### src/rtl/md5_pkg.sv
`timescale 1ns / 1ps

package md5_pkg;

  localparam int unsigned WordW   = 32;
  localparam int unsigned CountW  = 3;
  localparam int unsigned LenW    = 61;
  localparam int unsigned Rounds  = 64;
  localparam int unsigned BlkWords = 16;

  localparam logic [WordW-1:0] InitA = 32'h67452301;
  localparam logic [WordW-1:0] InitB = 32'hefcdab89;
  localparam logic [WordW-1:0] InitC = 32'h98badcfe;
  localparam logic [WordW-1:0] InitD = 32'h10325476;

  // Additive constant of each round
  function automatic logic [WordW-1:0] sine_k(input logic [5:0] r);
    logic [WordW-1:0] k;
    case (r)
      6'd0:  k = 32'hd76aa478;  6'd1:  k = 32'he8c7b756;
      6'd2:  k = 32'h242070db;  6'd3:  k = 32'hc1bdceee;
      6'd4:  k = 32'hf57c0faf;  6'd5:  k = 32'h4787c62a;
      6'd6:  k = 32'ha8304613;  6'd7:  k = 32'hfd469501;
      6'd8:  k = 32'h698098d8;  6'd9:  k = 32'h8b44f7af;
      6'd10: k = 32'hffff5bb1;  6'd11: k = 32'h895cd7be;
      6'd12: k = 32'h6b901122;  6'd13: k = 32'hfd987193;
      6'd14: k = 32'ha679438e;  6'd15: k = 32'h49b40821;
      6'd16: k = 32'hf61e2562;  6'd17: k = 32'hc040b340;
      6'd18: k = 32'h265e5a51;  6'd19: k = 32'he9b6c7aa;
      6'd20: k = 32'hd62f105d;  6'd21: k = 32'h02441453;
      6'd22: k = 32'hd8a1e681;  6'd23: k = 32'he7d3fbc8;
      6'd24: k = 32'h21e1cde6;  6'd25: k = 32'hc33707d6;
      6'd26: k = 32'hf4d50d87;  6'd27: k = 32'h455a14ed;
      6'd28: k = 32'ha9e3e905;  6'd29: k = 32'hfcefa3f8;
      6'd30: k = 32'h676f02d9;  6'd31: k = 32'h8d2a4c8a;
      6'd32: k = 32'hfffa3942;  6'd33: k = 32'h8771f681;
      6'd34: k = 32'h6d9d6122;  6'd35: k = 32'hfde5380c;
      6'd36: k = 32'ha4beea44;  6'd37: k = 32'h4bdecfa9;
      6'd38: k = 32'hf6bb4b60;  6'd39: k = 32'hbebfbc70;
      6'd40: k = 32'h289b7ec6;  6'd41: k = 32'heaa127fa;
      6'd42: k = 32'hd4ef3085;  6'd43: k = 32'h04881d05;
      6'd44: k = 32'hd9d4d039;  6'd45: k = 32'he6db99e5;
      6'd46: k = 32'h1fa27cf8;  6'd47: k = 32'hc4ac5665;
      6'd48: k = 32'hf4292244;  6'd49: k = 32'h432aff97;
      6'd50: k = 32'hab9423a7;  6'd51: k = 32'hfc93a039;
      6'd52: k = 32'h655b59c3;  6'd53: k = 32'h8f0ccc92;
      6'd54: k = 32'hffeff47d;  6'd55: k = 32'h85845dd1;
      6'd56: k = 32'h6fa87e4f;  6'd57: k = 32'hfe2ce6e0;
      6'd58: k = 32'ha3014314;  6'd59: k = 32'h4e0811a1;
      6'd60: k = 32'hf7537e82;  6'd61: k = 32'hbd3af235;
      6'd62: k = 32'h2ad7d2bb;  6'd63: k = 32'heb86d391;
      default: k = '0;
    endcase
    return k;
  endfunction

  // Rotate amount, indexed by {group, round[1:0]}
  function automatic logic [4:0] rot_amt(input logic [3:0] sel);
    logic [4:0] s;
    case (sel)
      4'd0:  s = 5'd7;   4'd1:  s = 5'd12;  4'd2:  s = 5'd17;  4'd3:  s = 5'd22;
      4'd4:  s = 5'd5;   4'd5:  s = 5'd9;   4'd6:  s = 5'd14;  4'd7:  s = 5'd20;
      4'd8:  s = 5'd4;   4'd9:  s = 5'd11;  4'd10: s = 5'd16;  4'd11: s = 5'd23;
      4'd12: s = 5'd6;   4'd13: s = 5'd10;  4'd14: s = 5'd15;  4'd15: s = 5'd21;
      default: s = '0;
    endcase
    return s;
  endfunction

endpackage

### src/rtl/md5_hash_engine_unit.sv
`timescale 1ns / 1ps
// MD5 digest engine.
// Input channel (in_*): one message word per transaction, first byte in bits 7:0.
//   in_tuser carries the valid byte count (read on the last word only, 5..7 act
//   as 4) and in_tlast marks the final word of the message.
// Output channel (out_*): four digest words A, B, C, D, out_tlast on D.
// Words are stored in a 16-entry block buffer. On the sixteenth word the block
// goes through the round unit, one MD5 round per cycle, then is added into the
// chaining value. in_tready is low meanwhile, so no word is taken until then.
// On the last word the pad byte, zero fill and 64-bit bit length are pushed
// one word per cycle, with one or two more compressions as needed; the digest
// then appears one word per cycle while out_tready is high. A stalled receiver
// holds the digest on the port and keeps in_tready low. Once D is taken the
// chaining value returns to the standard initial words for the next message.
// Reset (rst_n low, synchronous) clears all control state and loads the
// initial chaining value; no clearing pass is needed.
module md5_hash_engine_unit (
  input  logic                                clk,
  input  logic                                rst_n,
  input  logic                                in_tvalid,
  output logic                                in_tready,
  input  logic [md5_pkg::WordW-1:0]           in_tdata,   // [31:0] data_word
  input  logic [md5_pkg::CountW-1:0]          in_tuser,   // [2:0] byte_count
  input  logic                                in_tlast,   // last_word
  output logic                                out_tvalid,
  input  logic                                out_tready,
  output logic [md5_pkg::WordW-1:0]           out_tdata,  // [31:0] digest_word
  output logic                                out_tlast   // digest_last
);
  import md5_pkg::*;

  typedef enum logic [2:0] {
    ST_IDLE,
    ST_ROUND,
    ST_ADD,
    ST_PAD,
    ST_OUT
  } state_t;

  state_t             state_r;
  logic [WordW-1:0]   cv_r [4];
  logic [WordW-1:0]   wa_r, wb_r, wc_r, wd_r;
  logic [WordW-1:0]   blk_r [BlkWords];
  logic [3:0]         pos_r;
  logic [LenW-1:0]    count_r;
  logic [5:0]         round_r;
  logic [1:0]         oidx_r;
  logic               msg_end_r;
  logic               pend_80_r;
  logic               len_lo_r;
  logic               done_r;

  logic               in_acc, out_acc;
  logic               push_en;
  logic [WordW-1:0]   push_word;
  logic [CountW-1:0]  cnt_sat;
  logic [WordW-1:0]   tail_word;
  logic [1:0]         grp;
  logic [3:0]         idx;
  logic [WordW-1:0]   mix, t_sum;
  logic [2*WordW-1:0] rot_dbl;
  logic [WordW-1:0]   b_nxt;

  assign in_tready  = (state_r == ST_IDLE);
  assign in_acc     = in_tvalid && in_tready;
  assign out_tvalid = (state_r == ST_OUT);
  assign out_acc    = out_tvalid && out_tready;
  assign out_tdata  = cv_r[oidx_r];
  assign out_tlast  = (oidx_r == 2'd3);

  // Final word: keep the valid bytes and place the pad byte after them
  always_comb begin
    cnt_sat = (in_tuser > CountW'(4)) ? CountW'(4) : in_tuser;
    case (cnt_sat[1:0])
      2'd0:    tail_word = 32'h0000_0080;
      2'd1:    tail_word = {16'h0000, 8'h80, in_tdata[7:0]};
      2'd2:    tail_word = {8'h00, 8'h80, in_tdata[15:0]};
      2'd3:    tail_word = {8'h80, in_tdata[23:0]};
      default: tail_word = 32'h0000_0080;
    endcase
  end

  always_comb begin
    push_en   = 1'b0;
    push_word = '0;
    if (in_acc) begin
      push_en   = 1'b1;
      push_word = (!in_tlast || cnt_sat[2]) ? in_tdata : tail_word;
    end else if (state_r == ST_PAD) begin
      push_en = 1'b1;
      if (pend_80_r) begin
        push_word = 32'h0000_0080;
      end else if (pos_r == 4'd14) begin
        push_word = {count_r[28:0], 3'b000};
      end else if (pos_r == 4'd15 && len_lo_r) begin
        push_word = count_r[LenW-1:29];
      end
    end
  end

  // Shared round unit
  always_comb begin
    grp = round_r[5:4];
    case (grp)
      2'd0: begin
        mix = (wb_r & wc_r) | (~wb_r & wd_r);
        idx = round_r[3:0];
      end
      2'd1: begin
        mix = (wd_r & wb_r) | (wc_r & ~wd_r);
        idx = {round_r[1:0], 2'b00} + round_r[3:0] + 4'd1;
      end
      2'd2: begin
        mix = wb_r ^ wc_r ^ wd_r;
        idx = {round_r[2:0], 1'b0} + round_r[3:0] + 4'd5;
      end
      default: begin
        mix = wc_r ^ (wb_r | ~wd_r);
        idx = {round_r[0], 3'b000} - round_r[3:0];
      end
    endcase
    t_sum   = wa_r + mix + sine_k(round_r) + blk_r[idx];
    rot_dbl = {t_sum, t_sum} << rot_amt({grp, round_r[1:0]});
    b_nxt   = wb_r + rot_dbl[2*WordW-1:WordW];
  end

  always_ff @(posedge clk) begin
    if (push_en) begin
      blk_r[pos_r] <= push_word;
    end
    if (push_en && pos_r == 4'd15) begin
      wa_r <= cv_r[0];
      wb_r <= cv_r[1];
      wc_r <= cv_r[2];
      wd_r <= cv_r[3];
    end else if (state_r == ST_ROUND) begin
      wa_r <= wd_r;
      wb_r <= b_nxt;
      wc_r <= wb_r;
      wd_r <= wc_r;
    end
  end

  always_ff @(posedge clk) begin
    if (!rst_n) begin
      state_r   <= ST_IDLE;
      cv_r[0]   <= InitA;
      cv_r[1]   <= InitB;
      cv_r[2]   <= InitC;
      cv_r[3]   <= InitD;
      pos_r     <= '0;
      count_r   <= '0;
      round_r   <= '0;
      oidx_r    <= '0;
      msg_end_r <= 1'b0;
      pend_80_r <= 1'b0;
      len_lo_r  <= 1'b0;
      done_r    <= 1'b0;
    end else begin
      if (push_en) begin
        pos_r <= pos_r + 4'd1;
      end
      if (in_acc) begin
        count_r <= count_r + (in_tlast ? LenW'(cnt_sat) : LenW'(4));
        if (in_tlast) begin
          msg_end_r <= 1'b1;
          pend_80_r <= cnt_sat[2];
        end
      end
      if (state_r == ST_PAD) begin
        pend_80_r <= 1'b0;
        if (!pend_80_r && pos_r == 4'd14) begin
          len_lo_r <= 1'b1;
        end
        if (!pend_80_r && pos_r == 4'd15 && len_lo_r) begin
          done_r <= 1'b1;
        end
      end

      case (state_r)
        ST_IDLE: begin
          if (in_acc) begin
            if (pos_r == 4'd15) begin
              state_r <= ST_ROUND;
              round_r <= '0;
            end else if (in_tlast) begin
              state_r <= ST_PAD;
            end
          end
        end
        ST_PAD: begin
          if (pos_r == 4'd15) begin
            state_r <= ST_ROUND;
            round_r <= '0;
          end
        end
        ST_ROUND: begin
          round_r <= round_r + 6'd1;
          if (round_r == 6'(Rounds - 1)) begin
            state_r <= ST_ADD;
          end
        end
        ST_ADD: begin
          cv_r[0] <= cv_r[0] + wa_r;
          cv_r[1] <= cv_r[1] + wb_r;
          cv_r[2] <= cv_r[2] + wc_r;
          cv_r[3] <= cv_r[3] + wd_r;
          if (done_r) begin
            state_r <= ST_OUT;
            oidx_r  <= '0;
          end else if (msg_end_r) begin
            state_r <= ST_PAD;
          end else begin
            state_r <= ST_IDLE;
          end
        end
        ST_OUT: begin
          if (out_acc) begin
            oidx_r <= oidx_r + 2'd1;
            if (out_tlast) begin
              // digest delivered: start afresh for the next message
              state_r   <= ST_IDLE;
              cv_r[0]   <= InitA;
              cv_r[1]   <= InitB;
              cv_r[2]   <= InitC;
              cv_r[3]   <= InitD;
              pos_r     <= '0;
              count_r   <= '0;
              msg_end_r <= 1'b0;
              pend_80_r <= 1'b0;
              len_lo_r  <= 1'b0;
              done_r    <= 1'b0;
            end
          end
        end
        default: state_r <= ST_IDLE;
      endcase
    end
  end

  a_no_overlap: assert property (@(posedge clk) disable iff (!rst_n)
    !(in_tready && out_tvalid))
    else $error("input taken while digest pending");

  a_last_blocks: assert property (@(posedge clk) disable iff (!rst_n)
    in_acc && in_tlast |=> !in_tready)
    else $error("input still open after last word");

  a_round_end: assert property (@(posedge clk) disable iff (!rst_n)
    state_r == ST_ROUND && round_r == 6'(Rounds - 1) |=> state_r == ST_ADD)
    else $error("round sequence overran");

  a_pad_in_msg: assert property (@(posedge clk) disable iff (!rst_n)
    state_r == ST_PAD |-> msg_end_r)
    else $error("padding outside a message end");

  a_clean_restart: assert property (@(posedge clk) disable iff (!rst_n)
    out_acc && out_tlast |=> pos_r == 4'd0 && count_r == '0 && !done_r)
    else $error("state not cleared after digest");

endmodule
### config.mk
export PLATFORM = sky130hd
export DESIGN_NAME = md5_hash_engine_unit
export DESIGN_NICKNAME = d
export VERILOG_FILES = /design/src/rtl/md5_pkg.sv /design/src/rtl/md5_hash_engine_unit.sv
export SDC_FILE = /design/constraint.sdc
export NUM_CORES = 2
export LEC_CHECK = 0
export BUFFER_PORTS_ARGS = -buffer_cell sky130_fd_sc_hd__buf_2
export CORE_ASPECT_RATIO = 0.7
export CORE_MARGIN = 2
export CORE_UTILIZATION = 45
export CTS_BUF_LIST = sky130_fd_sc_hd__clkbuf_4 sky130_fd_sc_hd__clkbuf_8 sky130_fd_sc_hd__clkbuf_16
export CTS_CLUSTER_SIZE = 14
export DETAILED_ROUTE_END_ITERATION = 8
export GPL_ROUTABILITY_DRIVEN = 0
export HOLD_SLACK_MARGIN = 0.1
export PLACE_DENSITY = 0.69
export SYNTH_ARGS = -nofsm -noshare
export SYNTH_HDL_FRONTEND = slang
export SYNTH_SLANG_ARGS = --single-unit
### constraint.sdc
create_clock -name clk -period 10 [get_ports clk]
set_input_delay 0.5 -clock clk [delete_from_list [all_inputs] [get_ports clk]]
set_output_delay 0.5 -clock clk [all_outputs]
set_load 0.005 [all_outputs]
# == Word-level counts from Yosys, hierarchy flattened ==
# Memories as Yosys holds them, arrays and structs flattened. A register that Yosys moved wholly into a read port is not among the register bits.
# Cells that the tools add are included.
# classes
addsub,17
order_cmp,1
eq_ne,20
shifts,1
n_mux,91
bitwise,20
n_reduce_logical,19
# ops
cell,count
2-to-1 mux 32 bit,22
adder 32 bit,8
2-to-1 mux 61 bit,4
AND 32 bit,4
one-hot mux 32 bit (4 select lines),1
OR 32 bit,3
one-hot mux 32 bit (3 select lines),1
bitwise XOR 32 bit,3
NOT 32 bit,2
<< shifter 64 x 5 -> 64 bit,1
adder 61 x 3 -> 61 bit,1
2-to-1 mux 1 bit,34
2-to-1 mux 3 bit,10
2-to-1 mux 4 bit,6
2-to-1 mux 6 bit,4
one-hot mux 6 bit (3 select lines),1
one-hot mux 3 bit (5 select lines),1
one-hot mux 4 bit (3 select lines),1
2-to-1 mux 2 bit,5
!= test 2 x 1 -> 1 bit (second input constant),5
adder 4 x 1 -> 4 bit (second input constant),2
adder 4 bit,2
equality test 2 bit (second input constant),4
equality test 4 bit (second input constant),2
other kinds (24),42
# totals
regBits,208
mem_bits_rw,640
mem_bits_ro,2128
input_bits,40
output_inout_bits,35
wordCells,186
memories,4
# memory_table
name,words,width,rd,rd_clocked_by_memory_dff,write_ports,line_no,source
(no name shown),64,32,1,1,0,md5_pkg.sv:19,case (r)
blk_r,16,32,1,0,1,md5_hash_engine_unit.sv:43,logic [WordW-1:0] blk_r [BlkWords];
cv_r,4,32,5,1,4,md5_hash_engine_unit.sv:41,logic [WordW-1:0] cv_r [4];
(no name shown),16,5,1,1,0,md5_pkg.sv:60,case (sel)

# == Logic depth before layout (Yosys ltp) ==
# logic_depth
ltp_word,11
ltp_mapped,42
depth_no_buf,40

# == Worst setup path after synthesis ==
# Ideal clock, no wire load.
# synth_timing
path_type,reg-to-reg
startpoint,register round_r[0]
endpoint,"register wb_r[25], data pin"
setup_ps,267
t_arrival_ps,8724
required_ps,9733
path_slack_ps,1009
path_stages_with_launch,40
n_path_buf,2
period_less_slack_ps,8991
cell_sequence,dfxtp_1 > ha_1 > inv_1 > fa_1 > xnor2_1 > xnor2_1 > and3_1 > nor3b_1 > buf_1 > buf_1 > mux2i_1 > nor2_1 > a21oi_1 > fa_1 > inv_1 > ha_1 > inv_1 > fa_1 > [... 4 more ...] > a31oi_1 > xnor2_1 > mux4_2 > nand2b_1 > and2_1 > o311a_1 > ha_1 > o21ai_0 > nor2_1 > o311a_1 > o211a_1 > a2111o_1 > a21o_1 > a21o_1 > a21o_1 > a21oi_1 > xor2_1 > o21ai_0
# synth_via
elab_chain_cells,9
word_cells_on_any_way,12
cone_classes,add/sub (7); shift (1); mux (3); memory (1)
# synth_rtl
item,line_no,source
from (decl),md5_hash_engine_unit.sv:46,logic [5:0] round_r;
from (signal assigned),md5_hash_engine_unit.sv:198,round_r <= round_r + 6'd1;
adder 4 bit (on tied branches),"md5_hash_engine_unit.sv:115, md5_hash_engine_unit.sv:111",
adder 4 x 3 -> 4 bit or adder 4 x 1 -> 4 bit (tied branches),"md5_hash_engine_unit.sv:115, md5_hash_engine_unit.sv:111",
one-hot mux 4 bit (3 select lines) *,md5_hash_engine_unit.sv:104,case (grp)
memory read (16 x 32 bit) *,--,
adder 32 bit *,md5_hash_engine_unit.sv:122,t_sum = wa_r + mix + sine_k(round_r) + blk_r[idx];
<< shifter 64 x 5 -> 64 bit *,md5_hash_engine_unit.sv:123,"rot_dbl = {t_sum, t_sum} << rot_amt({grp, round_r[1:0]});"
adder 32 bit *,md5_hash_engine_unit.sv:124,b_nxt = wb_r + rot_dbl[2*WordW-1:WordW];
2-to-1 mux 32 bit *,md5_hash_engine_unit.sv:136,end else if (state_r == ST_ROUND) begin
2-to-1 mux 32 bit *,md5_hash_engine_unit.sv:131,if (push_en && pos_r == 4'd15) begin
to (signal assigned),md5_hash_engine_unit.sv:133,wb_r <= cv_r[1];
to (signal assigned),md5_hash_engine_unit.sv:138,wb_r <= b_nxt;
to (decl),md5_hash_engine_unit.sv:42,"logic [WordW-1:0] wa_r, wb_r, wc_r, wd_r;"
# Mark *: on every way between the ends. The rest lies on a longest branch, timed or not. The select of a mux whose other input is x is not followed.
# A chain may end at the register's enable or synchronous reset.

# == Worst setup path in the final report ==
# layout_timing
startpoint,register round_r[1]
endpoint,"register wb_r[25], data pin"
# The elaborated chain is that of the path after synthesis.

==> metrics <==
clk buf depth=3; GR Overflow Total=0; share of cells above drive strength 1=13.3%; Hold WC Path Type=primary input to register; r2r worst-path depth=39; detailed-route via count=40,900; crit-path max cell delay=0.38 ns; Fillers=10,200; Wirelength per Cell=24.2 um; ranking of synthesized cells by area=edfxtp_1, mux4_2, dfxtp_1, ha_1, nand2_1; cells after synthesis=4,966; final hold slack=0.156 ns; DR vias/cell=6.20; highest clock rate=104 MHz; Finished Cell Area=58,600 um^2; area grow syn2layout=11.0%; Synth cell types=93; Clock Tree Root=clkbuf_16; CTS tree=built; drt pass-1 iters=9; largest net degree at the start of global routing=89; fin util=50.1%; clk_skew=0.0398 ns; hold buffers post-CTS=0; cts bufs inserted=90; EDFF count, synth=704; Worst R2R End=wb_r[25]; # setup viols final=0; clk sink count=887; Post-synth ARST share=0%; slew margin rel.=8.28%; H-Tree Depth=3; first-pass GRT wire length=238 mm; Critical Path Sink Type=register; Die Span X=413 um; Worst Setup SP=round_r[1]; drt initial violations=5,796; port buffer count=74; syn nets=5,295; final worst path period share=96.5%; top cell type by total area after synthesis=edfxtp_1; max_cap viols=0; CP max FO=9; failing checks=DRC; Hold Vio Cnt, Final=0; worst-margin pin slew=1.37 ns; top-area cell type share of the netlist area=40.1%; Seq cells post-synth=887; synthesized area per cell=10.6 um^2; Syn. warnings=0; Top Ports=75; CP max-delay cell=dfxtp_2; DP HPWL=110 mm; CP Class=register to register; placed cell area=55,100 um^2; worst r2r src=round_r[1]; FP Rows=105; Req. time, crit path=10.39 ns; synthesized cell area=52,800 um^2; minimum setup slack among reg-to-reg paths=0.35 ns; fin nets=5,306; drt drc=24; die area=120,000 um^2; status=finished, violations left; later-pin clock latency in the skew report=0.69 ns; Die Y=291 um; sequential area share after synthesis=47.0%; Clk pin slew, worst setup/hold paths=0.06 ns; initial antenna violation count=3; crit path capture=wb_r[25]; GRT Overall Usage=26.0%; Routed Antenna Nets=0; crit path time final=9.65 ns; top_reg_cell synth=edfxtp_1; Slew Limit Fails=0; Critical Path AT=10.04 ns; vias in the first global route=38,000; Setup crit start kind=register; wirelength, routed=160 mm; Core Area=117,000 um^2; Worst path most repeated cell=a21o_1; Starting Density=45.2%
==> flip-flops by register name (all words and copies together), names as in the netlist, 6 cells and up, named ones only <==
name / count
wa_r: 32
round_r: 6
cv_r: 128
wc_r: 32
wd_r: 32
wb_r: 32
blk_r: 512
count_r: 61
==> stage by stage <==
stage	TNS (ns)	setup slack, ns	cells
floorplan	0	1.01	4966
global placement	0	0.379	6423
detailed placement	0	0.230	6423
CTS	0	0.155	6591
global route	-0.375	-0.156	6604
finish	0	0.349	6605
==> synthesized netlist by cell type, drive strengths merged, types with 13 or more instances <==
cell type	count
nor3b	16
a21o	102
a221oi	15
dfxtp	183
edfxtp	704
nor3	78
xor2	99
a21oi	367
nand2	691
nand3	84
xnor2	133
a211o	13
o21bai	21
o21ai	313
or3	40
inv	227
o31ai	21
nor2	358
mux2i	102
nand4	21
o21a	31
o22ai	16
and3	44
o211ai	54
fa	69
mux2	44
a222oi	26
a21boi	17
buf	62
or2	45
nor2b	27
mux4	171
a211oi	70
o311ai	14
a31oi	64
o221ai	15
a311oi	15
ha	220
clkbuf	195
and2	24
nand2b	43
==> placed cells by master, fill, tap and decap left out, types with 19 or more instances in the layout <==
| cell type | netlist | layout |
|---|---|---|
| o21a_1 | 31 | 31 |
| mux2i_1 | 101 | 98 |
| a21oi_1 | 366 | 362 |
| ha_1 | 220 | 219 |
| o211ai_1 | 54 | 54 |
| nand2b_1 | 43 | 43 |
| nor2b_1 | 27 | 27 |
| a222oi_1 | 26 | 26 |
| mux2_2 | 44 | 44 |
| inv_1 | 224 | 222 |
| clkbuf_16 | 0 | 92 |
| xor2_1 | 99 | 99 |
| o21bai_1 | 21 | 21 |
| nand4_1 | 20 | 20 |
| nand2_1 | 691 | 685 |
| or2_2 | 43 | 43 |
| edfxtp_1 | 704 | 704 |
| o31ai_1 | 21 | 19 |
| buf_2 | 10 | 74 |
| xnor2_1 | 132 | 131 |
| and2_1 | 24 | 23 |
| a21o_1 | 102 | 102 |
| buf_4 | 2 | 88 |
| and3_1 | 44 | 44 |
| nor3_1 | 77 | 70 |
| a211oi_1 | 69 | 67 |
| fa_1 | 69 | 69 |
| nor2_1 | 356 | 345 |
| clkbuf_4 | 0 | 20 |
| o21ai_0 | 311 | 307 |
| mux4_2 | 170 | 170 |
| nand3_1 | 83 | 83 |
| dfxtp_1 | 183 | 176 |
| a31oi_1 | 64 | 64 |
| or3_1 | 40 | 40 |
==> cells by family (layout without fill, tap and decap cells) <==
kind of cell | count (synthesis) | count (layout) | synth area share [%]
adders and majority gates | 289 | 289 | 7.83
and+or+nand+nor | 1501 | 1501 | 12.7
AOI/OAI and AO/OA | 1251 | 1251 | 15.0
buffers and inverters | 489 | 576 | 3.53
muxes | 317 | 317 | 10.2
DFF | 887 | 887 | 47.0
xor gates and xnor gates | 232 | 232 | 3.86
other | 0 | 1 | 0
==> worst min-delay path by stage <==
stage	start	endpoint	slack, ns	depth (start not counted)
6_report	in_tuser[2]	pend_80_r	0.16	3
5_1_grt	in_tuser[2]	pend_80_r	0.17	3
4_1_cts	in_tuser[2]	pend_80_r	0.11	3
3_5_place_dp	len_lo_r	len_lo_r	0.46	2
3_3_place_gp	len_lo_r	len_lo_r	0.45	2
2_1_floorplan	msg_end_r	msg_end_r	0.44	2
==> layout make-up <==
type	instances	area, um^2	area share [%]
diodes	1	2.50	0.00427
clock buffers	122	2580	4.40
clock inverters	46	649	1.11
inverters	232	881	1.50
multi-input cells	3590	26400	45.1
flip-flops and latches	887	24800	42.4
well taps	1551	1940	3.31
repair buffers	176	1300	2.22
==> per-layer routing <==
layer / routed length, um / global-route usage, % / up-vias
met1: 68800 / 39.2 / 19900
met5: 27 / 0 / -
met4: 4930 / 7.68 / 4
met2: 65300 / 35.7 / 2339
li1: - / - / 18400
met3: 20900 / 8.00 / 304
==> timing repair <==
action	in CTS	in global routing
gates resized for setup	0	28
endpoints found under the hold margin	0	0
setup buffers	0	12
endpoints found under the setup margin	0	13
==> worst max-delay path: cells and delay by family (launching register included) <==
kind	cells	cell delay, ns
AND/OR/NAND/NOR	5	0.88
AO/OA/AOI/OAI	18	4.48
XOR/XNOR	3	0.44
flip-flops	1	0.38
adder cells (fa/ha/maj)	5	1.68
buffers and inverters	6	0.92
multiplexers	2	0.55
Power is left out: the tool's default activity adds up to more than one toggle a clock period on the data nets, which glitch-free logic cannot reach.
